==> src/hdl/sst_pkg.sv <==
// sst_pkg: shared types and codes for the sorted set table
`timescale 1ns / 1ps

package sst_pkg;

    localparam int VALUE_W = 32;
    localparam int POS_W   = 6;
    localparam int CMD_W   = 3;
    localparam int STAT_W  = 2;
    localparam int IDX_W   = 6;
    localparam int CNT_W   = 7;

    // command codes
    localparam logic [CMD_W-1:0] CMD_CLEAR   = 3'd0;
    localparam logic [CMD_W-1:0] CMD_INSERT  = 3'd1;
    localparam logic [CMD_W-1:0] CMD_DEL_VAL = 3'd2;
    localparam logic [CMD_W-1:0] CMD_DEL_POS = 3'd3;
    localparam logic [CMD_W-1:0] CMD_SEARCH  = 3'd4;
    localparam logic [CMD_W-1:0] CMD_READ    = 3'd5;

    // status codes
    localparam logic [STAT_W-1:0] STAT_OK   = 2'd0;
    localparam logic [STAT_W-1:0] STAT_FULL = 2'd1;
    localparam logic [STAT_W-1:0] STAT_DUP  = 2'd2;
    localparam logic [STAT_W-1:0] STAT_MISS = 2'd3;

    typedef struct packed {
        logic [CMD_W-1:0]          command;
        logic signed [VALUE_W-1:0] value;
        logic [POS_W-1:0]          position;
    } in_beat_t;

    typedef struct packed {
        logic [STAT_W-1:0]         status;
        logic [IDX_W-1:0]          found_index;
        logic signed [VALUE_W-1:0] read_data;
        logic [CNT_W-1:0]          entry_count;
    } out_beat_t;

    typedef enum logic [2:0] {
        S_IDLE,
        S_SRCH,
        S_SRCH_CMP,
        S_SHIFT,
        S_INS_WR,
        S_RD_WAIT,
        S_DONE
    } state_t;

endpackage

==> src/hdl/sorted_set_table_core.sv <==
// sorted_set_table_core: ascending, duplicate-free table of signed values in one ram
`timescale 1ns / 1ps
// command flow: clear, a full insert and an unused code go straight to the result, read waits on the ram;
// search, insert and delete by value first run a binary search of up to floor(log2(count))+1 probes
// (none on an empty table); insert then shifts the m entries above its slot up and writes the value,
// delete by value or position shifts the entries above the slot down, one entry per cycle
// throughput: one command at a time, next beat taken from the cycle in which out_valid rises
// reset: count and handshake state clear asynchronously, ram contents stay undefined

module sorted_set_table_core #(
    parameter int CAPACITY = 64
) (
    input  logic              clk,
    input  logic              rst_n,
    input  logic              in_valid,
    output logic              in_ready,
    input  sst_pkg::in_beat_t in_data,
    output logic              out_valid,
    input  logic              out_ready,
    output sst_pkg::out_beat_t out_data
);

    localparam int AW = (CAPACITY > 1) ? $clog2(CAPACITY) : 1;
    localparam int CW = $clog2(CAPACITY + 1);
    localparam int PW = CW + sst_pkg::POS_W;

    // control state
    sst_pkg::state_t state_reg, state_next;
    logic [CW-1:0]   count_reg, count_next;
    logic            out_valid_reg, out_valid_next;

    // command and datapath registers
    logic [sst_pkg::CMD_W-1:0]          cmd_reg, cmd_next;
    logic signed [sst_pkg::VALUE_W-1:0] value_reg, value_next;
    logic [CW-1:0]                      lo_reg, lo_next;
    logic [CW-1:0]                      hi_reg, hi_next;
    logic                               hit_reg, hit_next;
    logic [AW-1:0]                      slot_reg, slot_next;
    logic [AW-1:0]                      rd_ptr_reg, rd_ptr_next;
    logic                               pend_reg, pend_next;
    logic [AW-1:0]                      pend_addr_reg, pend_addr_next;
    logic [CW-1:0]                      rem_reg, rem_next;
    logic                               up_reg, up_next;
    logic [sst_pkg::STAT_W-1:0]         res_status_reg, res_status_next;
    logic [AW-1:0]                      res_idx_reg, res_idx_next;
    logic [sst_pkg::VALUE_W-1:0]        res_data_reg, res_data_next;
    sst_pkg::out_beat_t                 out_data_reg, out_data_next;

    // ram port
    logic                        ram_we;
    logic [AW-1:0]               ram_waddr;
    logic [sst_pkg::VALUE_W-1:0] ram_wdata;
    logic                        ram_re;
    logic [AW-1:0]               ram_raddr;
    logic [sst_pkg::VALUE_W-1:0] ram_rdata;

    // helpers
    logic [CW:0]   mid_sum;
    logic [AW-1:0] mid;
    logic          pos_ok;
    logic [AW-1:0] dn_slot;
    logic [CW-1:0] dn_moves;
    logic [CW-1:0] up_moves;

    sst_ram #(
        .WIDTH (sst_pkg::VALUE_W),
        .DEPTH (CAPACITY)
    ) u_ram (
        .clk   (clk),
        .we    (ram_we),
        .waddr (ram_waddr),
        .wdata (ram_wdata),
        .re    (ram_re),
        .raddr (ram_raddr),
        .rdata (ram_rdata)
    );

    assign in_ready  = (state_reg == sst_pkg::S_IDLE);
    assign out_valid = out_valid_reg;
    assign out_data  = out_data_reg;

    // binary search midpoint, always below count while lo < hi
    assign mid_sum = {1'b0, lo_reg} + {1'b0, hi_reg};
    assign mid     = AW'(mid_sum >> 1);

    assign pos_ok = PW'(in_data.position) < PW'(count_reg);

    // delete shift setup: slot from the position field at accept, else from the search
    assign dn_slot  = (state_reg == sst_pkg::S_IDLE) ? AW'(in_data.position) : AW'(lo_reg);
    assign dn_moves = count_reg - CW'(1) - CW'(dn_slot);
    // insert shift setup: entries from the insert slot up to the top move up by one
    assign up_moves = count_reg - lo_reg;

    always_ff @(posedge clk or negedge rst_n)
    begin
        if (!rst_n)
        begin
            state_reg     <= sst_pkg::S_IDLE;
            count_reg     <= '0;
            out_valid_reg <= 1'b0;
        end
        else
        begin
            state_reg     <= state_next;
            count_reg     <= count_next;
            out_valid_reg <= out_valid_next;
        end
    end

    always_ff @(posedge clk)
    begin
        cmd_reg        <= cmd_next;
        value_reg      <= value_next;
        lo_reg         <= lo_next;
        hi_reg         <= hi_next;
        hit_reg        <= hit_next;
        slot_reg       <= slot_next;
        rd_ptr_reg     <= rd_ptr_next;
        pend_reg       <= pend_next;
        pend_addr_reg  <= pend_addr_next;
        rem_reg        <= rem_next;
        up_reg         <= up_next;
        res_status_reg <= res_status_next;
        res_idx_reg    <= res_idx_next;
        res_data_reg   <= res_data_next;
        out_data_reg   <= out_data_next;
    end

    always_comb
    begin
        state_next      = state_reg;
        count_next      = count_reg;
        out_valid_next  = out_valid_reg;
        cmd_next        = cmd_reg;
        value_next      = value_reg;
        lo_next         = lo_reg;
        hi_next         = hi_reg;
        hit_next        = hit_reg;
        slot_next       = slot_reg;
        rd_ptr_next     = rd_ptr_reg;
        pend_next       = pend_reg;
        pend_addr_next  = pend_addr_reg;
        rem_next        = rem_reg;
        up_next         = up_reg;
        res_status_next = res_status_reg;
        res_idx_next    = res_idx_reg;
        res_data_next   = res_data_reg;
        out_data_next   = out_data_reg;

        ram_we    = 1'b0;
        ram_waddr = '0;
        ram_wdata = '0;
        ram_re    = 1'b0;
        ram_raddr = '0;

        // output beat taken
        if (out_valid_reg && out_ready)
        begin
            out_valid_next = 1'b0;
        end

        unique case (state_reg)
            sst_pkg::S_IDLE:
            begin
                if (in_valid)
                begin
                    cmd_next        = in_data.command;
                    value_next      = in_data.value;
                    lo_next         = '0;
                    hi_next         = count_reg;
                    hit_next        = 1'b0;
                    pend_next       = 1'b0;
                    res_status_next = sst_pkg::STAT_MISS;
                    res_idx_next    = '0;
                    res_data_next   = '0;
                    state_next      = sst_pkg::S_DONE;
                    unique case (in_data.command)
                        sst_pkg::CMD_CLEAR:
                        begin
                            count_next      = '0;
                            res_status_next = sst_pkg::STAT_OK;
                        end
                        sst_pkg::CMD_INSERT:
                        begin
                            if (count_reg >= CW'(CAPACITY))
                            begin
                                res_status_next = sst_pkg::STAT_FULL;
                            end
                            else
                            begin
                                state_next = sst_pkg::S_SRCH;
                            end
                        end
                        sst_pkg::CMD_DEL_VAL, sst_pkg::CMD_SEARCH:
                        begin
                            state_next = sst_pkg::S_SRCH;
                        end
                        sst_pkg::CMD_DEL_POS:
                        begin
                            if (pos_ok)
                            begin
                                slot_next = dn_slot;
                                if (dn_moves == '0)
                                begin
                                    count_next      = count_reg - CW'(1);
                                    res_status_next = sst_pkg::STAT_OK;
                                    res_idx_next    = dn_slot;
                                end
                                else
                                begin
                                    up_next     = 1'b0;
                                    rd_ptr_next = dn_slot + AW'(1);
                                    rem_next    = dn_moves;
                                    state_next  = sst_pkg::S_SHIFT;
                                end
                            end
                        end
                        sst_pkg::CMD_READ:
                        begin
                            if (pos_ok)
                            begin
                                slot_next  = AW'(in_data.position);
                                ram_re     = 1'b1;
                                ram_raddr  = AW'(in_data.position);
                                state_next = sst_pkg::S_RD_WAIT;
                            end
                        end
                        default:
                        begin
                            // unused codes: miss, table untouched
                        end
                    endcase
                end
            end

            sst_pkg::S_SRCH:
            begin
                if (lo_reg < hi_reg)
                begin
                    ram_re     = 1'b1;
                    ram_raddr  = mid;
                    state_next = sst_pkg::S_SRCH_CMP;
                end
                else
                begin
                    // lo is the lower bound; hit means the entry there equals the value
                    state_next = sst_pkg::S_DONE;
                    unique case (cmd_reg)
                        sst_pkg::CMD_INSERT:
                        begin
                            if (hit_reg)
                            begin
                                res_status_next = sst_pkg::STAT_DUP;
                            end
                            else
                            begin
                                slot_next = AW'(lo_reg);
                                if (up_moves == '0)
                                begin
                                    state_next = sst_pkg::S_INS_WR;
                                end
                                else
                                begin
                                    up_next     = 1'b1;
                                    rd_ptr_next = AW'(count_reg - CW'(1));
                                    rem_next    = up_moves;
                                    state_next  = sst_pkg::S_SHIFT;
                                end
                            end
                        end
                        sst_pkg::CMD_DEL_VAL:
                        begin
                            if (hit_reg)
                            begin
                                slot_next = dn_slot;
                                if (dn_moves == '0)
                                begin
                                    count_next      = count_reg - CW'(1);
                                    res_status_next = sst_pkg::STAT_OK;
                                    res_idx_next    = dn_slot;
                                end
                                else
                                begin
                                    up_next     = 1'b0;
                                    rd_ptr_next = dn_slot + AW'(1);
                                    rem_next    = dn_moves;
                                    state_next  = sst_pkg::S_SHIFT;
                                end
                            end
                        end
                        default:
                        begin
                            // search
                            if (hit_reg)
                            begin
                                res_status_next = sst_pkg::STAT_OK;
                                res_idx_next    = AW'(lo_reg);
                            end
                        end
                    endcase
                end
            end

            sst_pkg::S_SRCH_CMP:
            begin
                if ($signed(ram_rdata) < value_reg)
                begin
                    lo_next = CW'(mid) + CW'(1);
                end
                else
                begin
                    hi_next  = CW'(mid);
                    hit_next = ($signed(ram_rdata) == value_reg);
                end
                state_next = sst_pkg::S_SRCH;
            end

            sst_pkg::S_SHIFT:
            begin
                // write back the entry read last cycle, read the next one
                ram_we    = pend_reg;
                ram_waddr = pend_addr_reg;
                ram_wdata = ram_rdata;
                if (rem_reg != '0)
                begin
                    ram_re         = 1'b1;
                    ram_raddr      = rd_ptr_reg;
                    pend_next      = 1'b1;
                    pend_addr_next = up_reg ? rd_ptr_reg + AW'(1) : rd_ptr_reg - AW'(1);
                    rd_ptr_next    = up_reg ? rd_ptr_reg - AW'(1) : rd_ptr_reg + AW'(1);
                    rem_next       = rem_reg - CW'(1);
                end
                else
                begin
                    pend_next = 1'b0;
                    if (up_reg)
                    begin
                        state_next = sst_pkg::S_INS_WR;
                    end
                    else
                    begin
                        count_next      = count_reg - CW'(1);
                        res_status_next = sst_pkg::STAT_OK;
                        res_idx_next    = slot_reg;
                        state_next      = sst_pkg::S_DONE;
                    end
                end
            end

            sst_pkg::S_INS_WR:
            begin
                ram_we          = 1'b1;
                ram_waddr       = slot_reg;
                ram_wdata       = value_reg;
                count_next      = count_reg + CW'(1);
                res_status_next = sst_pkg::STAT_OK;
                res_idx_next    = slot_reg;
                state_next      = sst_pkg::S_DONE;
            end

            sst_pkg::S_RD_WAIT:
            begin
                res_status_next = sst_pkg::STAT_OK;
                res_idx_next    = slot_reg;
                res_data_next   = ram_rdata;
                state_next      = sst_pkg::S_DONE;
            end

            sst_pkg::S_DONE:
            begin
                // load the output register once it is free
                if (!out_valid_reg || out_ready)
                begin
                    out_valid_next            = 1'b1;
                    out_data_next.status      = res_status_reg;
                    out_data_next.found_index = sst_pkg::IDX_W'(res_idx_reg);
                    out_data_next.read_data   = res_data_reg;
                    out_data_next.entry_count = sst_pkg::CNT_W'(count_reg);
                    state_next                = sst_pkg::S_IDLE;
                end
            end

            default:
            begin
                state_next = sst_pkg::S_IDLE;
            end
        endcase
    end

endmodule

==> src/hdl/sst_ram.sv <==
// sst_ram: generic simple dual-port ram with registered read
`timescale 1ns / 1ps

module sst_ram #(
    parameter int WIDTH = 32,
    parameter int DEPTH = 64
) (
    input  logic                                       clk,
    input  logic                                       we,
    input  logic [((DEPTH > 1) ? $clog2(DEPTH) : 1)-1:0] waddr,
    input  logic [WIDTH-1:0]                           wdata,
    input  logic                                       re,
    input  logic [((DEPTH > 1) ? $clog2(DEPTH) : 1)-1:0] raddr,
    output logic [WIDTH-1:0]                           rdata
);

    logic [WIDTH-1:0] mem [DEPTH];

    always_ff @(posedge clk)
    begin
        if (we)
        begin
            mem[waddr] <= wdata;
        end
        if (re)
        begin
            rdata <= mem[raddr];
        end
    end

endmodule

==> config.mk <==
export PLATFORM = sky130hd
export DESIGN_NAME = sorted_set_table_core
export DESIGN_NICKNAME = d
export VERILOG_FILES = /design/src/hdl/sst_pkg.sv /design/src/hdl/sorted_set_table_core.sv /design/src/hdl/sst_ram.sv
export SDC_FILE = /design/constraint.sdc
export NUM_CORES = 2
export LEC_CHECK = 0
export ABC_AREA = 1
export BUFFER_PORTS_ARGS = -buffer_cell sky130_fd_sc_hd__buf_2
export CORE_ASPECT_RATIO = 1.5
export CORE_UTILIZATION = 49
export DETAILED_ROUTE_END_ITERATION = 16
export PLACE_DENSITY = 0.64
export SETUP_SLACK_MARGIN = 0.05
export SLEW_MARGIN = 5
export SYNTH_ARGS = -nofsm -noshare
export SYNTH_HDL_FRONTEND = slang
export SYNTH_HIERARCHICAL = 1
export SYNTH_SLANG_ARGS = --single-unit
==> constraint.sdc <==
create_clock -name clk -period 7.3 [get_ports clk]
set_input_delay 0.73 -clock clk [delete_from_list [all_inputs] [get_ports clk]]
set_output_delay 0.73 -clock clk [all_outputs]
set_load 0.01 [all_outputs]
# After elaboration in Yosys (flattened, before gate mapping)
# Memories as Yosys holds them, arrays and structs flattened. A register that Yosys moved wholly into a read port is not among the register bits.
# Cells that the tools add are included.
# W data, S select, Z words.
# classes
addsub	10
mul	0
div	0
n_lt_le_gt_ge	4
eq_ne	36
shifts	0
n_mux	127
bitwise_logic	0
reduce_logical	31
# op_table
op	n
$mux W6	33
$mux W7	21
$pmux W32 S2	2
$pmux W6 S2	6
$pmux W7 S2	4
$pmux W6 S3	2
$eq A32 B32 Y1	1
$lt A32 B32 Y1	1
$mux W32	1
$mux W3	10
$pmux W7 S4	1
$reduce_and A9 Y1	3
$mux W2	13
$pmux W6 S4	1
$ne A2 B2 Y1 const B	11
$ne A3 B3 Y1 const B	7
$pmux W7 S3	1
$mux W1	20
$pmux W3 S6	1
$eq A3 B2 Y1 const B	5
$eq A3 B3 Y1 const B	5
$logic_not A7 Y1	2
$sub A7 B1 Y7 const B	2
$add A6 B1 Y6 const B	2
other kinds (33)	53
# totals
reg_bits	175
latch_bits	0
ramBits	2048
rom_bits	0
inputBits	45
output_inout_bits	49
wordCells	230
memories	1
# mem_list
memory	words	word_bits	read_ports	rd_clocked_by_memory_dff	write_ports	line	rtl
u_ram.mem	64	32	1	1	1	sst_ram.sv:17	logic [WIDTH-1:0] mem [DEPTH];

# Depth between registers and ports, before layout
# depth
word_depth	9
ltp_mapped	25
depth_no_buf	22

# By module
# Netlist, hierarchy kept.
# modules_own_cells
mod	instances	cells_per_inst	area_per_inst_um2	seq_area_each_um2
sst_ram	1	6785	83106.0	62459.9
sorted_set_table_core	1	1067	10099.7	5200.0

# Worst setup path before layout
# Ideal clock, no wire load.
# synth_path
path_kind	reg2reg
from	register state_reg[2]
to	memory u_ram.mem[55][0], enable pin
setup_time_ns	0.461
arrival_ns	4.357
t_required_ns	6.839
path_slack_ns	2.482
path_stages_with_launch	12
path_buffers	1
synth_period_minus_slack_ns	4.818
cell_sequence	dfrtp_1 > inv_4 > nor2_1 > inv_1 > nor2_1 > inv_1 > clkbuf_1 > o21ai_0 > inv_1 > nor3_1 > inv_1 > nor3_1
# synth_via
word_cells_on_any_way	6
# synth_lines
item	line	rtl
start, declared	sorted_set_table_core.sv:28	sst_pkg::state_t state_reg, state_next;
start signal, assigned	sorted_set_table_core.sv:98	state_reg <= sst_pkg::S_IDLE;
start signal, assigned	sorted_set_table_core.sv:104	state_reg <= state_next;
$eq A3 B3 Y1 / $eq A3 B2 Y1 (equally long branches)	sorted_set_table_core.sv:162	unique case (state_reg)
$pmux W6 S2 (*)	sorted_set_table_core.sv:162	
via ram_waddr[1]	sorted_set_table_core.sv:51	logic [AW-1:0] ram_waddr;
end, declared	sst_ram.sv:17	
# Mark *: on every way through the listed nets, which the timed path passes. The rest lies on a longest branch.

# Worst setup path in the final report
# layout_path
from	register count_reg[4]
to	register u_ram.rdata[11] (read register of u_ram.mem), data pin
# layout_via
elab_chain_len	5
word_cells_on_any_way	9
# layout_rtl
item	line	rtl
start, declared	sorted_set_table_core.sv:29	logic [CW-1:0] count_reg, count_next;
start signal, assigned	sorted_set_table_core.sv:105	count_reg <= count_next;
$lt A6 B7 Y1	sorted_set_table_core.sv:86	assign pos_ok = PW'(in_data.position) < PW'(count_reg);
$mux W6	sorted_set_table_core.sv:220	if (pos_ok)
$mux W6	sorted_set_table_core.sv:177	unique case (in_data.command)
$mux W6	sorted_set_table_core.sv:165	if (in_valid)
$pmux W6 S3	sorted_set_table_core.sv:162	
via ram_raddr[0]	sorted_set_table_core.sv:54	logic [AW-1:0] ram_raddr;
end, declared	sst_ram.sv:14	output logic [WIDTH-1:0] rdata
# The timed path passes the listed nets, and every way through them passes these cells.
# A chain may end at the register's enable or synchronous reset.

==> qor_table.md <==
| Result | Reported |
| --- | --- |
| Number of buffers added by the clock tree synthesis step | 207 |
| Port Buffers | 93 |
| Pre-CTS setup slack | 0.972 ns |
| Warnings from Yosys | 6 |
| Wire length per cell | 26.2 um |
| Clock insertion delay at the later pin of the skew report | 0.85 ns |
| Met2 Wirelength | 132,000 um |
| Pin count of the biggest net entering global routing | 196 |
| Area of the core | 189,000 sq um |
| End point of the most critical hold path | value_reg[0] |
| Aggregate global-route resource usage | 0.283 |
| Overflow left after global routing | 0 |
| Clock transition at the registers of the reported paths | 0.06 ns |
| Most instantiated library cell after synthesis | sky130_fd_sc_hd__nand2_1 |
| Worst Hold Path Cells | 1 |
| Share of post-route cells with drive strength above 1 | 0.0867 |
| Total iterations of the first detailed-routing run | 8 |
| Share of synthesized flip-flops with an asynchronous set or reset | 0.00488 |
| Final hold slack | 0.0738 ns |
| Crit path capture type | register |
| Cell area after technology mapping | 93,200 sq um |
| Final standard cell count with taps included and fillers excluded | 10,500 |
| Site Rows | 195 |
| Wirelength, routed | 275,000 um |
| Most used standard cells in the synthesized netlist | sky130_fd_sc_hd__nand2_1, sky130_fd_sc_hd__edfxtp_1, sky130_fd_sc_hd__nand3_1, sky130_fd_sc_hd__buf_2, sky130_fd_sc_hd__inv_1 |
| Slowest CP cell | sky130_fd_sc_hd__o221ai_4 |
| Share of the synthesized area in the top cell type | 0.723 |
| Max Cap Violations | 0 |
| Kind of path behind the tightest hold check | in2reg |
| Total power per unit cell area | 441 nW/um^2 |
| Antenna violations before repair | 4 |
| Area enclosed by the die boundary | 192,000 sq um |
| Design Area, Final | 103,000 sq um |
| Area after detailed placement | 97,000 sq um |
| Final worst slack | 0.588 ns |
| Start point of the worst min-delay path | in_data[6] |
| Prevailing post-synth register cell | sky130_fd_sc_hd__edfxtp_1 |
| Detail Route met3 WL | 26,000 um |
| Type of origin of the critical path | register |
| Effective utilization at floorplan | 0.494 |
| Uppermost layer routed | met5 |
| Final Max Slew Viols | 0 |
| Seq cells post-synth | 2,255 |
| Final-report hold violation count | 0 |
| Cell-by-cell listing of the critical path | clkinv_1 -> ha_1 -> a21o_1 -> a22oi_1 -> nand2_1 -> inv_1 -> nand3_1 -> nor2_1 -> inv_1 -> o221ai_4 -> inv_16 -> buf_12 -> buf_12 -> nand2_1 -> nand3_1 -> nand3_1 -> nand2_1 -> nand2_1 -> nand3_1 -> nand3_1 -> nand2_1 |
| Vertical die dimension | 536 um |
| Transition time at the pin with the least slew margin | 1.27 ns |
| Total Negative Setup Slacks | 0 ns |
| Remaining antenna violation count after routing | 0 |
| Routed via count divided by cell count | 5.98 |
| Share of the clock period used by the worst path | 0.919 |
| Cell count after synthesis | 7,852 |
| Max FO, Critical Path | 158 |
| 1st-iter DRT viols | 7,664 |
| Crit path time final | 6.71 ns |
| CTS tree | yes |
| Worst setup startpoint | count_reg[4] |
| Most area-consuming cells after synthesis | sky130_fd_sc_hd__edfxtp_1, sky130_fd_sc_hd__nand3_1, sky130_fd_sc_hd__nand2_1 |
| Total via count after detailed routing | 62,700 |
| Setup repair after global routing missed its margin | false |
| Startpoint of the worst-slack reg-to-reg timing path | count_reg[4] |
| Post-synth cell types | 56 |
| Leading area contributor after synthesis | sky130_fd_sc_hd__edfxtp_1 |
| Synthesized Nets | 7,965 |
| EDFF count, synth | 2,244 |
| Share of synthesized area occupied by flip-flops and latches | 0.726 |
| Cell depth of the worst flop-to-flop path | 21 |
| Routability cong. | 0.954 |
| Critical R2R Capture | u_ram/rdata[11] |
| Number of inserted filler cells in the final layout | 15,400 |
| Placed Cells incl. Taps | 10,100 |
| Count of final setup violators | 0 |
| Syn-to-layout area delta | 11.0% |
| Leakage power | 37.2 nW |
| Maximum clock path buffer count | 4 |
| Number of levels in the clock H-tree | 4 |
| Post-synthesis average cell area | 11.9 sq um |
| Max reg flops | 2,048 |
| Status | finished, final reports clean |
| Arrival @ worst endpoint | 7.28 ns |
| HPWL Detailed | 154,000 um |
| Delay of the slowest cell on the worst path | 0.66 ns |
| Clock sink count | 2,255 |
| Reg-to-reg setup timing slack | 0.59 ns |
| Peak supply drop | 0.000460 V |
| Relative slew margins | 0.154 |
| Number of global-route vias before repair | 60,400 |
| Count of boundary I/O pins | 94 |
| Max Clock Skew | 0.0420 ns |
| Fmax achieved | 149 MHz |
| Width of the die | 358 um |
| Number of design rule violations left after detail routing | 0 |
| Met1 WL | 102,000 um |
| Final net count | 7,968 |
| Type of the setup path with the least slack | reg2reg |
| Post-CTS Resized | 0 |
| Root buffer cell | sky130_fd_sc_hd__clkbuf_16 |
| Layout Utilization | 0.549 |
| Required time of the critical path | 7.87 ns |
| First-pass GRT wire length | 399,000 um |
| Overall power | 45.7 mW |
## metal layers
| metal | vias up | track usage |
|---|---|---|
| met2 | 3271 | 0.469 |
| met1 | 30900 | 0.365 |
| li1 | 27800 | - |
| met3 | 618 | 0.0424 |
| met4 | 2 | 0.136 |
| met5 | - | 0 |
## how the worst max path moves through the flow
stage | end | slack (ns) | cells past startpoint
6_report | u_ram/rdata[11] | 0.59 | 21
4_1_cts | u_ram/rdata[11] | 1.01 | 22
3_3_place_gp | u_ram/rdata[11] | 0.99 | 22
2_1_floorplan | u_ram/mem[55][0] | 2.48 | 11
3_5_place_dp | u_ram/rdata[11] | 0.97 | 22
5_1_grt | u_ram/rdata[11] | 0.59 | 21
## layout by cell type (no fill, tap or decap), drive strengths merged, types with 16 or more instances in the layout
master	Yosys	final
nand2	2427	2427
edfxtp	2244	2244
nand3	1962	1962
buf	370	259
clkbuf	96	257
inv	213	215
nor2	175	175
clkinv	2	89
ha	65	65
o21ai	64	64
a21oi	56	56
o22ai	38	38
nor3	30	30
xor2	19	19
bufinv	0	19
o211ai	16	16
## power by group
part | leakage (nW) | internal (mW) | switching (mW) | total (mW)
clock | 3.14 | 5.90 | 4.66 | 10.6
sequential | 21.4 | 16.4 | 0.549 | 17.0
combinational | 12.7 | 4.30 | 13.8 | 18.1
## logic make-up (layout without fill, tap and decap cells)
family	after synthesis	count (layout)	share of synthesized area
AOI/OAI and AO/OA	207	207	0.0134
xor gates and xnor gates	25	25	0.00235
adders and majority gates	68	68	0.00937
buffers and inverters	681	847	0.0340
DFF	2255	2255	0.726
other	0	7	0
and+or+nand+nor	4616	4616	0.215
## what timing repair did
| item | in CTS | in global routing |
|---|---|---|
| setup buffers | 0 | 0 |
| hold endpoints to repair | 11 | 0 |
| hold buffers | 1 | 0 |
| setup endpoints to repair | 0 | 0 |
## worst max-delay path: cells and delay by family, from the launching register on
family	cells	cell delay, ns
fa+ha+maj	1	0.38
simple gates	11	2.25
buf+inv	6	1.78
flops	1	0.45
compound gates	3	0.96
## final cells by class
cell class | count | area, sq um | share of cell area
Inverter | 215 | 851 | 0.00822
Clock inverter | 115 | 1040 | 0.0101
Clock buffer | 257 | 5400 | 0.0522
Antenna cell | 7 | 17.5 | 0.000169
Multi-Input combinational cell | 4916 | 23400 | 0.226
Sequential cell | 2255 | 67700 | 0.654
Timing Repair Buffer | 260 | 2000 | 0.0193
Tap cell | 2462 | 3080 | 0.0298
No activity file was read; power rests on OpenSTA's default activity.
